===== src/sv/stt_pkg.sv =====
// Shared types, codes and constants of the software timer table.
`default_nettype none

package stt_pkg;

  // Default number of timer entries.
  localparam int DEF_TIMERS = 16;

  // Free-slot search examines this many entries per cycle.
  localparam int SEARCH_W   = 16;
  localparam int SEARCH_SW  = $clog2(SEARCH_W);

  // Commands carried by an input transaction.
  typedef enum logic [2:0] {
    CMD_TICK   = 3'd0,
    CMD_POLL   = 3'd1,
    CMD_CREATE = 3'd2,
    CMD_CONFIG = 3'd3,
    CMD_DELETE = 3'd4,
    CMD_START  = 3'd5,
    CMD_STOP   = 3'd6,
    CMD_QUERY  = 3'd7
  } cmd_t;

  // Entry state codes.
  localparam logic [1:0] ST_EMPTY   = 2'd0;
  localparam logic [1:0] ST_RUNNING = 2'd1;
  localparam logic [1:0] ST_STOPPED = 2'd2;
  localparam logic [1:0] ST_ERROR   = 2'd3;

  // Entry type codes.
  localparam logic [1:0] TY_UNDEF   = 2'd0;
  localparam logic [1:0] TY_ONESHOT = 2'd1;
  localparam logic [1:0] TY_RELOAD  = 2'd2;
  localparam logic [1:0] TY_KEEP    = 2'd3;

  // One word of the entry memory.
  typedef struct packed {
    logic [1:0]  state;
    logic [1:0]  ttype;
    logic [31:0] period;
    logic [31:0] deadline;
  } entry_t;

  // Controller states.
  typedef enum logic [1:0] {
    FSM_IDLE,
    FSM_SEARCH,
    FSM_EXEC
  } fsm_t;

  // Commands from the controller to the datapath.
  typedef struct packed {
    logic in_ready;
    logic search_step;
    logic exec_go;
  } ctl_cmd_t;

  // Status from the datapath to the controller.
  typedef struct packed {
    logic in_valid;
    logic in_create;
    logic search_done;
    logic out_free;
  } ctl_sts_t;

endpackage

`default_nettype wire


===== src/sv/stt_in_if.sv =====
// Input channel of the software timer table: one command per transaction.
`default_nettype none

interface stt_in_if;
  logic        valid;
  logic        ready;
  logic [2:0]  cmd;
  logic [7:0]  entry_id;
  logic [1:0]  entry_kind;
  logic [31:0] period;
  logic        has_handler;

  modport source (output valid, cmd, entry_id, entry_kind, period, has_handler,
                  input ready);
  modport sink (input valid, cmd, entry_id, entry_kind, period, has_handler,
                output ready);
endinterface

`default_nettype wire


===== src/sv/stt_out_if.sv =====
// Result channel of the software timer table: one result per transaction.
`default_nettype none

interface stt_out_if;
  logic        valid;
  logic        ready;
  logic        fired;
  logic [7:0]  fired_id;
  logic [31:0] fire_tick;
  logic        create_ok;
  logic [7:0]  new_id;
  logic [1:0]  state_out;
  logic [31:0] tick_now;

  modport source (output valid, fired, fired_id, fire_tick, create_ok, new_id,
                  state_out, tick_now, input ready);
  modport sink (input valid, fired, fired_id, fire_tick, create_ok, new_id,
                state_out, tick_now, output ready);
endinterface

`default_nettype wire


===== src/sv/software_timer_table.sv =====
// Software timer table: a table of TIMERS timers driven by tick, poll and management commands.
// Each command is one input transaction and produces exactly one result transaction. Tick
// advances the 32-bit system tick; poll checks the next entry in round-robin order (only
// while cfg enable is set) and reports a fired event when the tick has reached its deadline;
// create claims the first free slot; config, delete, start, stop and query act on the
// addressed entry. Entries live in a single-port-read, single-port-write memory, so every
// command is a read at acceptance followed by a modify-and-write in the execute state,
// which waits until the result register is free. Create first searches the occupancy
// map 16 entries per cycle until a free slot is found or the last chunk is checked. One
// command is worked on at a time; a finished result waits in an output register, and the
// next command is accepted while it waits. Entry occupancy is held in flip-flops cleared
// by reset, so the block is ready right after reset with no clearing pass.
`default_nettype none

module software_timer_table
  import stt_pkg::*;
#(
  parameter int TIMERS = DEF_TIMERS
) (
  input  wire logic clk,
  input  wire logic rst_n,
  input  wire logic cfg_we,
  input  wire logic cfg_wdata,
  stt_in_if.sink    in_ch,
  stt_out_if.source out_ch
);

  ctl_cmd_t ctl;
  ctl_sts_t sts;

  // Command sequencing.
  stt_ctrl u_ctrl (
    .clk   (clk),
    .rst_n (rst_n),
    .sts   (sts),
    .ctl   (ctl)
  );

  // Entry storage and execution.
  stt_dpath #(
    .TIMERS (TIMERS)
  ) u_dpath (
    .clk       (clk),
    .rst_n     (rst_n),
    .cfg_we    (cfg_we),
    .cfg_wdata (cfg_wdata),
    .in_ch     (in_ch),
    .out_ch    (out_ch),
    .ctl       (ctl),
    .sts       (sts)
  );

endmodule

`default_nettype wire


===== src/sv/stt_ram.sv =====
// Generic single-write, single-read RAM with registered read data.
`default_nettype none

module stt_ram #(
  parameter int WIDTH = 8,
  parameter int DEPTH = 16
) (
  input  wire logic                                clk,
  input  wire logic                                we,
  input  wire logic [(DEPTH>1?$clog2(DEPTH):1)-1:0] waddr,
  input  wire logic [WIDTH-1:0]                    wdata,
  input  wire logic                                re,
  input  wire logic [(DEPTH>1?$clog2(DEPTH):1)-1:0] raddr,
  output      logic [WIDTH-1:0]                    rdata
);

  logic [WIDTH-1:0] mem [DEPTH];
  logic [WIDTH-1:0] rdata_r;

  // Write port.
  always_ff @(posedge clk) begin
    if (we) begin
      mem[waddr] <= wdata;
    end
  end

  // Registered read port; data holds while no read is issued.
  always_ff @(posedge clk) begin
    if (re) begin
      rdata_r <= mem[raddr];
    end
  end

  assign rdata = rdata_r;

endmodule

`default_nettype wire


===== src/sv/stt_ctrl.sv =====
// Controller state machine of the software timer table.
`default_nettype none

module stt_ctrl
  import stt_pkg::*;
(
  input  wire logic     clk,
  input  wire logic     rst_n,
  input  wire ctl_sts_t sts,
  output      ctl_cmd_t ctl
);

  fsm_t state_r, state_nxt;

  // State register.
  always_ff @(posedge clk) begin
    if (!rst_n) begin
      state_r <= FSM_IDLE;
    end else begin
      state_r <= state_nxt;
    end
  end

  // Next state.
  always_comb begin
    state_nxt = state_r;
    unique case (state_r)
      FSM_IDLE: begin
        if (sts.in_valid) begin
          state_nxt = sts.in_create ? FSM_SEARCH : FSM_EXEC;
        end
      end
      FSM_SEARCH: begin
        if (sts.search_done) begin
          state_nxt = FSM_EXEC;
        end
      end
      FSM_EXEC: begin
        if (sts.out_free) begin
          state_nxt = FSM_IDLE;
        end
      end
      default: state_nxt = FSM_IDLE;
    endcase
  end

  // Outputs toward the datapath.
  always_comb begin
    ctl = '0;
    unique case (state_r)
      FSM_IDLE:   ctl.in_ready    = 1'b1;
      FSM_SEARCH: ctl.search_step = 1'b1;
      FSM_EXEC:   ctl.exec_go     = sts.out_free;
      default:    ctl = '0;
    endcase
  end

endmodule

`default_nettype wire


===== src/sv/stt_dpath.sv =====
// Datapath of the software timer table: entry memory, occupancy bits, tick and results.
`default_nettype none

module stt_dpath
  import stt_pkg::*;
#(
  parameter int TIMERS = DEF_TIMERS
) (
  input  wire logic     clk,
  input  wire logic     rst_n,
  input  wire logic     cfg_we,
  input  wire logic     cfg_wdata,
  stt_in_if.sink        in_ch,
  stt_out_if.source     out_ch,
  input  wire ctl_cmd_t ctl,
  output      ctl_sts_t sts
);

  localparam int IW     = (TIMERS > 1) ? $clog2(TIMERS) : 1;
  localparam int NCHUNK = (TIMERS + SEARCH_W - 1) / SEARCH_W;
  localparam int CW     = (NCHUNK > 1) ? $clog2(NCHUNK) : 1;
  localparam int PADW   = NCHUNK * SEARCH_W;
  localparam int EW     = $bits(entry_t);

  // Configuration and global state.
  logic          enable_r;
  logic [31:0]   tick_r, tick_nxt;
  logic [IW-1:0] scan_r, scan_nxt;
  logic [(1<<IW)-1:0] vbits_r;

  // Latched command.
  cmd_t          cmd_r;
  logic [IW-1:0] addr_r;
  logic          idok_r;
  logic [1:0]    type_r;
  logic [31:0]   period_r;
  logic          hnd_r;

  // Free-slot search.
  logic [CW-1:0] chunk_r;
  logic          found_r;
  logic [IW-1:0] slot_r;
  logic [PADW-1:0] free_pad;
  logic [SEARCH_W-1:0] chunk_bits;
  logic          hit;
  logic [SEARCH_SW-1:0] hit_pos;
  logic [CW+SEARCH_SW-1:0] slot_full;
  logic          last_chunk;

  // Memory access.
  logic          accept;
  logic          exec;
  logic [IW-1:0] raddr;
  logic          ram_we;
  logic [IW-1:0] waddr;
  entry_t        wword;
  entry_t        cur;
  logic [EW-1:0] rdata;
  logic          vbit;
  logic          live;
  logic          vset, vclr;
  logic [31:0]   sum_start, sum_reload, sum_create;

  // Next result.
  logic          fired_nxt;
  logic [7:0]    fired_id_nxt;
  logic [31:0]   fire_tick_nxt;
  logic          create_ok_nxt;
  logic [7:0]    new_id_nxt;
  logic [1:0]    state_out_nxt;

  // Result register.
  logic          out_valid_r;
  logic          fired_r;
  logic [7:0]    fired_id_r;
  logic [31:0]   fire_tick_r;
  logic          create_ok_r;
  logic [7:0]    new_id_r;
  logic [1:0]    state_out_r;
  logic [31:0]   tick_now_r;

  assign accept = in_ch.valid & ctl.in_ready;
  assign exec   = ctl.exec_go;
  assign in_ch.ready = ctl.in_ready;

  // Status toward the controller.
  assign sts.in_valid    = in_ch.valid;
  assign sts.in_create   = (cmd_t'(in_ch.cmd) == CMD_CREATE);
  assign sts.search_done = hit | last_chunk;
  assign sts.out_free    = ~out_valid_r | out_ch.ready;

  // The entry is read while the transaction is accepted.
  assign raddr = (cmd_t'(in_ch.cmd) == CMD_POLL) ? scan_r : in_ch.entry_id[IW-1:0];

  stt_ram #(
    .WIDTH (EW),
    .DEPTH (TIMERS)
  ) u_ram (
    .clk   (clk),
    .we    (ram_we),
    .waddr (waddr),
    .wdata (wword),
    .re    (accept),
    .raddr (raddr),
    .rdata (rdata)
  );

  assign cur  = entry_t'(rdata);
  assign vbit = vbits_r[addr_r];
  assign live = idok_r & vbit;

  // Configuration register.
  always_ff @(posedge clk) begin
    if (!rst_n) begin
      enable_r <= 1'b0;
    end else if (cfg_we) begin
      enable_r <= cfg_wdata;
    end
  end

  // Command capture.
  always_ff @(posedge clk) begin
    if (accept) begin
      cmd_r    <= cmd_t'(in_ch.cmd);
      addr_r   <= raddr;
      idok_r   <= ({1'b0, in_ch.entry_id} < 9'(TIMERS));
      type_r   <= in_ch.entry_kind;
      period_r <= in_ch.period;
      hnd_r    <= in_ch.has_handler;
    end
  end

  // Free map, padded with occupied entries past the table end.
  always_comb begin
    free_pad = '0;
    for (int i = 0; i < TIMERS; i++) begin
      free_pad[i] = ~vbits_r[i];
    end
  end

  // Priority encoder over one chunk of the free map.
  always_comb begin
    chunk_bits = free_pad[int'(chunk_r) * SEARCH_W +: SEARCH_W];
    hit        = 1'b0;
    hit_pos    = '0;
    for (int i = SEARCH_W - 1; i >= 0; i--) begin
      if (chunk_bits[i]) begin
        hit     = 1'b1;
        hit_pos = SEARCH_SW'(i);
      end
    end
  end

  assign slot_full  = {chunk_r, hit_pos};
  assign last_chunk = (chunk_r == CW'(NCHUNK - 1));

  // Search progress; the chunk index stops at the last chunk.
  always_ff @(posedge clk) begin
    if (!rst_n) begin
      chunk_r <= '0;
      found_r <= 1'b0;
    end else if (accept) begin
      chunk_r <= '0;
      found_r <= 1'b0;
    end else if (ctl.search_step) begin
      if (!last_chunk) begin
        chunk_r <= chunk_r + 1'b1;
      end
      if (hit) begin
        found_r <= 1'b1;
      end
    end
  end

  always_ff @(posedge clk) begin
    if (ctl.search_step && hit) begin
      slot_r <= slot_full[IW-1:0];
    end
  end

  assign sum_start  = tick_r + cur.period;
  assign sum_reload = cur.deadline + cur.period;
  assign sum_create = tick_r + period_r;

  // Command execution: read-modify-write of one entry and the result.
  always_comb begin
    ram_we        = 1'b0;
    waddr         = addr_r;
    wword         = cur;
    vset          = 1'b0;
    vclr          = 1'b0;
    tick_nxt      = tick_r;
    scan_nxt      = scan_r;
    fired_nxt     = 1'b0;
    fired_id_nxt  = '0;
    fire_tick_nxt = '0;
    create_ok_nxt = 1'b0;
    new_id_nxt    = '0;
    state_out_nxt = ST_EMPTY;
    if (exec) begin
      unique case (cmd_r)
        CMD_TICK: begin
          tick_nxt = tick_r + 32'd1;
        end
        CMD_POLL: begin
          if (enable_r) begin
            if (vbit && cur.state == ST_RUNNING && tick_r >= cur.deadline) begin
              fired_nxt     = 1'b1;
              fired_id_nxt  = 8'(addr_r);
              fire_tick_nxt = tick_r;
              ram_we        = 1'b1;
              if (cur.ttype == TY_ONESHOT) begin
                wword.state = ST_STOPPED;
              end else if (cur.ttype == TY_RELOAD) begin
                wword.deadline = sum_reload;
              end else begin
                wword.state = ST_ERROR;
              end
            end
            scan_nxt = (scan_r == IW'(TIMERS - 1)) ? '0 : scan_r + 1'b1;
          end
        end
        CMD_CREATE: begin
          if (found_r && hnd_r && type_r != TY_KEEP && period_r != 32'd0) begin
            ram_we         = 1'b1;
            waddr          = slot_r;
            wword.state    = ST_RUNNING;
            wword.ttype    = type_r;
            wword.period   = period_r;
            wword.deadline = sum_create;
            vset           = 1'b1;
            create_ok_nxt  = 1'b1;
            new_id_nxt     = 8'(slot_r);
          end
        end
        CMD_CONFIG: begin
          if (live) begin
            ram_we = 1'b1;
            if (type_r != TY_KEEP) begin
              wword.ttype = type_r;
            end
            if (period_r != 32'd0) begin
              wword.period = period_r;
            end
          end
        end
        CMD_DELETE: begin
          vclr = idok_r;
        end
        CMD_START: begin
          if (live) begin
            ram_we         = 1'b1;
            wword.deadline = sum_start;
            wword.state    = ST_RUNNING;
          end
        end
        CMD_STOP: begin
          if (live) begin
            ram_we      = 1'b1;
            wword.state = ST_STOPPED;
          end
        end
        CMD_QUERY: begin
          state_out_nxt = !idok_r ? ST_ERROR : (vbit ? cur.state : ST_EMPTY);
        end
        default: ;
      endcase
    end
  end

  // Tick, scan index and occupancy bits.
  always_ff @(posedge clk) begin
    if (!rst_n) begin
      tick_r  <= '0;
      scan_r  <= '0;
      vbits_r <= '0;
    end else begin
      tick_r <= tick_nxt;
      scan_r <= scan_nxt;
      if (vset) begin
        vbits_r[waddr] <= 1'b1;
      end else if (vclr) begin
        vbits_r[addr_r] <= 1'b0;
      end
    end
  end

  // Result register: loaded at execution, released when the transaction is taken.
  always_ff @(posedge clk) begin
    if (!rst_n) begin
      out_valid_r <= 1'b0;
    end else if (exec) begin
      out_valid_r <= 1'b1;
    end else if (out_ch.ready) begin
      out_valid_r <= 1'b0;
    end
  end

  always_ff @(posedge clk) begin
    if (exec) begin
      fired_r     <= fired_nxt;
      fired_id_r  <= fired_id_nxt;
      fire_tick_r <= fire_tick_nxt;
      create_ok_r <= create_ok_nxt;
      new_id_r    <= new_id_nxt;
      state_out_r <= state_out_nxt;
      tick_now_r  <= tick_nxt;
    end
  end

  assign out_ch.valid     = out_valid_r;
  assign out_ch.fired     = fired_r;
  assign out_ch.fired_id  = fired_id_r;
  assign out_ch.fire_tick = fire_tick_r;
  assign out_ch.create_ok = create_ok_r;
  assign out_ch.new_id    = new_id_r;
  assign out_ch.state_out = state_out_r;
  assign out_ch.tick_now  = tick_now_r;

  // A deleted entry reads as empty from the next cycle on.
  a_delete_clears: assert property (@(posedge clk) disable iff (!rst_n)
    (exec && cmd_r == CMD_DELETE && idok_r) |=> !vbits_r[$past(addr_r)])
    else $error("deleted entry still marked occupied");

  // A create only ever claims a slot that is free.
  a_create_free: assert property (@(posedge clk) disable iff (!rst_n)
    (exec && create_ok_nxt) |-> !vbits_r[slot_r])
    else $error("create claimed an occupied slot");

  // Every enabled poll moves the scan index one place, wrapping at the table end.
  a_scan_step: assert property (@(posedge clk) disable iff (!rst_n)
    (exec && cmd_r == CMD_POLL && enable_r) |=>
      (scan_r == (($past(scan_r) == IW'(TIMERS - 1)) ? '0 : $past(scan_r) + 1'b1)))
    else $error("scan index did not advance");

  // Execution never overwrites a result that has not been taken.
  a_exec_slot: assert property (@(posedge clk) disable iff (!rst_n)
    exec |-> (!out_valid_r || out_ch.ready))
    else $error("result overwritten before transaction completed");

endmodule

`default_nettype wire

===== src/flat_wrapper.sv =====
// flat-port wrapper written by rule: the top's interface ports become plain ports
module software_timer_table_flat import stt_pkg::*;
#(
  parameter int TIMERS = DEF_TIMERS
)
  (clk, rst_n, cfg_we, cfg_wdata, in_ch_valid, in_ch_cmd, in_ch_entry_id, in_ch_entry_kind, in_ch_period, in_ch_has_handler, in_ch_ready, out_ch_valid, out_ch_fired, out_ch_fired_id, out_ch_fire_tick, out_ch_create_ok, out_ch_new_id, out_ch_state_out, out_ch_tick_now, out_ch_ready);
  stt_in_if in_ch_i ();
  stt_out_if out_ch_i ();
  input  wire logic clk;
  input  wire logic rst_n;
  input  wire logic cfg_we;
  input  wire logic cfg_wdata;
  input wire logic [$bits(in_ch_i.valid)-1:0] in_ch_valid;
  input wire logic [$bits(in_ch_i.cmd)-1:0] in_ch_cmd;
  input wire logic [$bits(in_ch_i.entry_id)-1:0] in_ch_entry_id;
  input wire logic [$bits(in_ch_i.entry_kind)-1:0] in_ch_entry_kind;
  input wire logic [$bits(in_ch_i.period)-1:0] in_ch_period;
  input wire logic [$bits(in_ch_i.has_handler)-1:0] in_ch_has_handler;
  output wire logic [$bits(in_ch_i.ready)-1:0] in_ch_ready;
  output wire logic [$bits(out_ch_i.valid)-1:0] out_ch_valid;
  output wire logic [$bits(out_ch_i.fired)-1:0] out_ch_fired;
  output wire logic [$bits(out_ch_i.fired_id)-1:0] out_ch_fired_id;
  output wire logic [$bits(out_ch_i.fire_tick)-1:0] out_ch_fire_tick;
  output wire logic [$bits(out_ch_i.create_ok)-1:0] out_ch_create_ok;
  output wire logic [$bits(out_ch_i.new_id)-1:0] out_ch_new_id;
  output wire logic [$bits(out_ch_i.state_out)-1:0] out_ch_state_out;
  output wire logic [$bits(out_ch_i.tick_now)-1:0] out_ch_tick_now;
  input wire logic [$bits(out_ch_i.ready)-1:0] out_ch_ready;
  assign in_ch_i.valid = in_ch_valid;
  assign in_ch_i.cmd = in_ch_cmd;
  assign in_ch_i.entry_id = in_ch_entry_id;
  assign in_ch_i.entry_kind = in_ch_entry_kind;
  assign in_ch_i.period = in_ch_period;
  assign in_ch_i.has_handler = in_ch_has_handler;
  assign in_ch_ready = in_ch_i.ready;
  assign out_ch_valid = out_ch_i.valid;
  assign out_ch_fired = out_ch_i.fired;
  assign out_ch_fired_id = out_ch_i.fired_id;
  assign out_ch_fire_tick = out_ch_i.fire_tick;
  assign out_ch_create_ok = out_ch_i.create_ok;
  assign out_ch_new_id = out_ch_i.new_id;
  assign out_ch_state_out = out_ch_i.state_out;
  assign out_ch_tick_now = out_ch_i.tick_now;
  assign out_ch_i.ready = out_ch_ready;
  software_timer_table #(.TIMERS(TIMERS)) u_core (.clk(clk), .rst_n(rst_n), .cfg_we(cfg_we), .cfg_wdata(cfg_wdata), .in_ch(in_ch_i), .out_ch(out_ch_i));
endmodule

===== config.mk =====
export PLATFORM = sky130hd
export DESIGN_NAME = software_timer_table_flat
export DESIGN_NICKNAME = d
export VERILOG_FILES = /design/src/sv/stt_pkg.sv /design/src/sv/stt_in_if.sv /design/src/sv/stt_out_if.sv /design/src/sv/software_timer_table.sv /design/src/sv/stt_ram.sv /design/src/sv/stt_ctrl.sv /design/src/sv/stt_dpath.sv /design/src/flat_wrapper.sv
export SDC_FILE = /design/constraint.sdc
export NUM_CORES = 2
export LEC_CHECK = 0
export BUFFER_PORTS_ARGS = -buffer_cell sky130_fd_sc_hd__buf_2
export CAP_MARGIN = 40
export CORE_ASPECT_RATIO = 2
export CORE_UTILIZATION = 40
export CTS_CLUSTER_SIZE = 12
export DETAILED_ROUTE_END_ITERATION = 10
export SETUP_SLACK_MARGIN = 0.5
export SKIP_LAST_GASP = 1
export SYNTH_ARGS = -nofsm -noshare
export SYNTH_HDL_FRONTEND = slang
export SYNTH_SLANG_ARGS = --single-unit

===== constraint.sdc =====
create_clock -name clk -period 7.8 [get_ports clk]
set_input_delay 0.39 -clock clk [delete_from_list [all_inputs] [get_ports clk]]
set_output_delay 0.39 -clock clk [all_outputs]
set_load 0.01 [all_outputs]

==> results by group <==
Run status
  – Status: complete, no violations

STA
  – Unrepaired setup endpoints after global routing: no
  – Clk_skew: 0.0362 ns
  – Fin Setup TNS: 0 ns
  – Max Clock Freq: 169 MHz
  – Max Slew Vio Count: 0
  – Min cycle time layout: 5.93 ns
  – Hold Fails Final Rpt: 0
  – Final setup violation count: 0
  – Min Hold Slack: 0.0268 ns
  – Fin crit share: 76.0%
  – Slew Limit Headroom: 37.2%
  – Worst slew pin tran: 0.943 ns

Setup path
  – Crit Path Class: reg -> reg
  – WP data arrival: 6.32 ns
  – CP endpoint: u_core.u_dpath.u_ram.mem[10][20]$_DFFE_PP_
  – CP Launch Type: flip-flop
  – Worst reg2reg path endpoint: u_core.u_dpath.u_ram.mem[10][20]$_DFFE_PP_
  – Worst R2R Setup Slack: 1.87 ns
  – Crit path from: u_core.u_dpath.period_r[22]$_DFFE_PP_
  – CP Capture Type: flip-flop
  – Critical Path RT: 8.20 ns
  – R2r worst-path depth: 12
  – Crit Reg-Reg Startpoint: u_core.u_dpath.period_r[22]$_DFFE_PP_
  – Crit-path max FO: 27

Layout
  – Final cell count without fillers: 6,938
  – Fraction of layout cells with a size suffix above 1: 9.83%
  – Nets: 5,186
  – Reg area: 39,500 um^2
  – Area delta synth->final: 13.1%
  – Multi-input gate area in the final layout: 17,900 um^2
  – Fillcell total: 13,000
  – Final instance area: 66,200 um^2

Yosys
  – Yosys top cell area share: 65.6%
  – Register bit total from synthesis: 1,336
  – Post-Syn Area: 58,600 um^2
  – Synth area leaders: edfxtp_1 (66%), nand2_1 (7.9%), nand3_1 (4.9%)
  – Sequential element share of the synthesized area: 67.5%
  – Avg Cell Area, Syn: 12.1 um^2
  – Number of synthesized flops with an enable pin: 1,279
  – Synth warn: 0
  – Top FF cell, synth: edfxtp_1
  – Yosys top cell by area: edfxtp_1
  – Post-synth ARST share: 0%
  – Synth cell types: 89
  – Cells after Synth: 4,838

Drt
  – DR vias/cell: 5.79
  – Drt first-iter violations: 4,072
  – Final WL: 178,000 um
  – Post-DRT Antenna Nets: 0
  – Vias after detailed routing: 40,200
  – Drt first pass iters: 6
  – Drt wl/cell: 25.6 um
  – # DRC: 0

Placement
  – Placed cell areas: 62,000 um^2
  – Placer Congestion: 0.911
  – Dpl cells: 6,723
  – Port bufs: 129
  – Final HPWL from detailed placement: 114,000 um

CTS
  – CTS max path bufs: 4
  – Root Driver: clkbuf_16
  – Clk sinks: 1,336
  – Worst skew pair latency: 0.79 ns
  – CTS tree: done
  – Worst-path clk slew: 0.07 ns
  – CTS Hold Buffers Added: 40
  – Post-cts resize count: 0
  – Clock buffer count from CTS: 139
  – H-tree depth: 4
  – Post-CTS setup buffer count: 0

Floorplanning
  – Core area: 145,000 um^2
  – Area of the die: 148,000 um^2
  – Die Ht: 543 um
  – Io pins: 138
  – FP Rows: 198
  – Initial Util: 40.3%
  – Die X: 273 um

Global routing
  – Tot GR Track Use: 23.7%
  – Initial antenna violation count: 14
  – Largest net degree at the start of global routing: 147
  – Number of global-route vias before repair: 39,300
  – GRT Residual Overflow: 0
  – First-pass GRT wire length: 257,000 um

Pwr
  – PD cells: 235 nW/um^2
  – Pleak: 0.0234 uW
  – Overall power: 15,600 uW
  – Worst VDD drop: 0.145 mV

Job
  – Max-Cap Viols: 0

Hold path
  – Min-Delay Path Class: in -> reg
[final cells by class]
type	instances	share of cell area (%)
diodes	2	0.00756
inverters	72	0.437
well taps	1900	3.59
clock inverters	11	0.212
multi-input cells	3167	27.0
clock buffers	162	5.50
repair buffers	288	3.49
flip-flops and latches	1336	59.7
[power by group]
part           leakage, uW  internal, uW  switching (uW)
clock network      0.00185          3330            2650
registers           0.0120          8030            72.9
logic              0.00959           427            1040
[per-layer routing]
layer,global-route usage (%),vias up,share of wire [%]
met3,2.42,369,6.6
met5,0,-,0.0073
met4,11.5,2,4.9
met2,41.3,1668,51
li1,-,18100,-
met1,29.1,20000,38
[cell families after synthesis]
family | after synthesis | share of synthesized area, %
mux | 50 | 1.03
flops | 1336 | 67.5
other cells | 1 | 0.00640
xor+xnor | 112 | 1.68
compound gates | 650 | 7.73
buf+inv | 342 | 2.29
fa+ha+maj | 130 | 2.82
simple gates | 2217 | 16.9
[layout by cell type (no fill, tap or decap), types with 57 or more instances in the layout]
master,Yosys,routed
a31oi_1,86,86
and2_1,75,74
inv_1,68,67
ha_1,127,127
nand3_1,579,579
a21oi_1,121,119
dfxtp_1,57,57
and3_1,94,94
buf_4,10,87
a311oi_1,136,136
buf_2,11,131
nand2_1,1228,1228
edfxtp_1,1279,1279
clkbuf_16,0,142
nor2_1,92,75
o21ai_0,89,84
[synthesized netlist by cell type, types with 5 or more instances]
cell type and instances:
edfxtp_1 1279, nand2_1 1228, nand3_1 579, clkbuf_1 237, a311oi_1 136, ha_1 127, a21oi_1 121, and3_1 94
nor2_1 92, o21ai_0 89, a31oi_1 86, and2_1 75, inv_1 68, dfxtp_1 57, xnor2_1 56, xor2_1 56
a21o_1 40, mux2_2 32, nand2b_1 28, a21boi_0 27, nor3_1 26, nand4_1 19, nor2b_1 15, a22oi_1 13
mux2i_1 13, a211oi_1 12, nor4_1 12, o22ai_1 12, buf_1 11, buf_2 11, and4_1 10, buf_4 10
o211ai_1 10, o21a_1 10, o21bai_1 8, o31ai_1 8, a221oi_1 7, o221ai_1 7, or2_2 7, a211o_1 6
or3_1 6, a222oi_1 5, nor3b_1 5
[metrics by stage]
step                util [%]  worst slack [ns]
global placement        42.4              1.88
CTS                     45.5              1.82
floorplan                  -             0.953
global route            45.5              1.82
detailed placement      42.6              1.84
finish                  45.5              1.87
[registers in the layout, indices dropped and copies added, names as in the netlist, 2 cells and up]
| signal | count |
|---|---|
| u_core.u_dpath.addr_r | 4 |
| u_core.u_dpath.slot_r | 4 |
| u_core.u_dpath.period_r | 32 |
| u_core.u_dpath.out_ch.state_out | 2 |
| u_core.u_dpath.scan_r | 4 |
| u_core.u_dpath.out_ch.new_id | 4 |
| u_core.u_dpath.u_ram.mem | 1088 |
| u_core.u_dpath.tick_r | 32 |
| u_core.u_dpath.vbits_r | 16 |
| u_core.u_dpath.out_ch.tick_now | 32 |
| u_core.u_dpath.out_ch.fired_id | 4 |
| u_core.u_dpath.u_ram.rdata | 68 |
| u_core.u_ctrl.state_r | 2 |
| u_core.u_dpath.cmd_r | 3 |
| u_core.u_dpath.out_ch.fire_tick | 32 |
| u_core.u_dpath.type_r | 2 |
[worst max-delay path, stage by stage, from the launching register on]
cell and delay [ns]:
edfxtp_1 0.46, nor4_1 0.62, nand4_1 0.38, nor2_1 0.53
a211oi_2 0.09, buf_4 0.23, nand2_2 0.32, nor2_2 0.13
o21ai_0 0.46, nand2_1 0.38, nor2_4 0.74, buf_4 0.61
buf_4 0.51
[worst min-delay path by stage]
stage                                   startpoint                                     to  slack, ns  cells past startpoint
6_report                          in_ch_period[26]  u_core.u_dpath.period_r[26]$_DFFE_PP_       0.03                      1
5_1_grt                           in_ch_period[25]  u_core.u_dpath.period_r[25]$_DFFE_PP_       0.01                      1
4_1_cts                           in_ch_period[25]  u_core.u_dpath.period_r[25]$_DFFE_PP_      0.002                      1
3_5_place_dp   u_core.u_dpath.found_r$_SDFFE_PP0P_    u_core.u_dpath.found_r$_SDFFE_PP0P_       0.50                      2
3_3_place_gp   u_core.u_dpath.found_r$_SDFFE_PP0P_    u_core.u_dpath.found_r$_SDFFE_PP0P_       0.49                      2
2_1_floorplan  u_core.u_dpath.found_r$_SDFFE_PP0P_    u_core.u_dpath.found_r$_SDFFE_PP0P_       0.47                      2
Power figures use the tool's default switching activity.
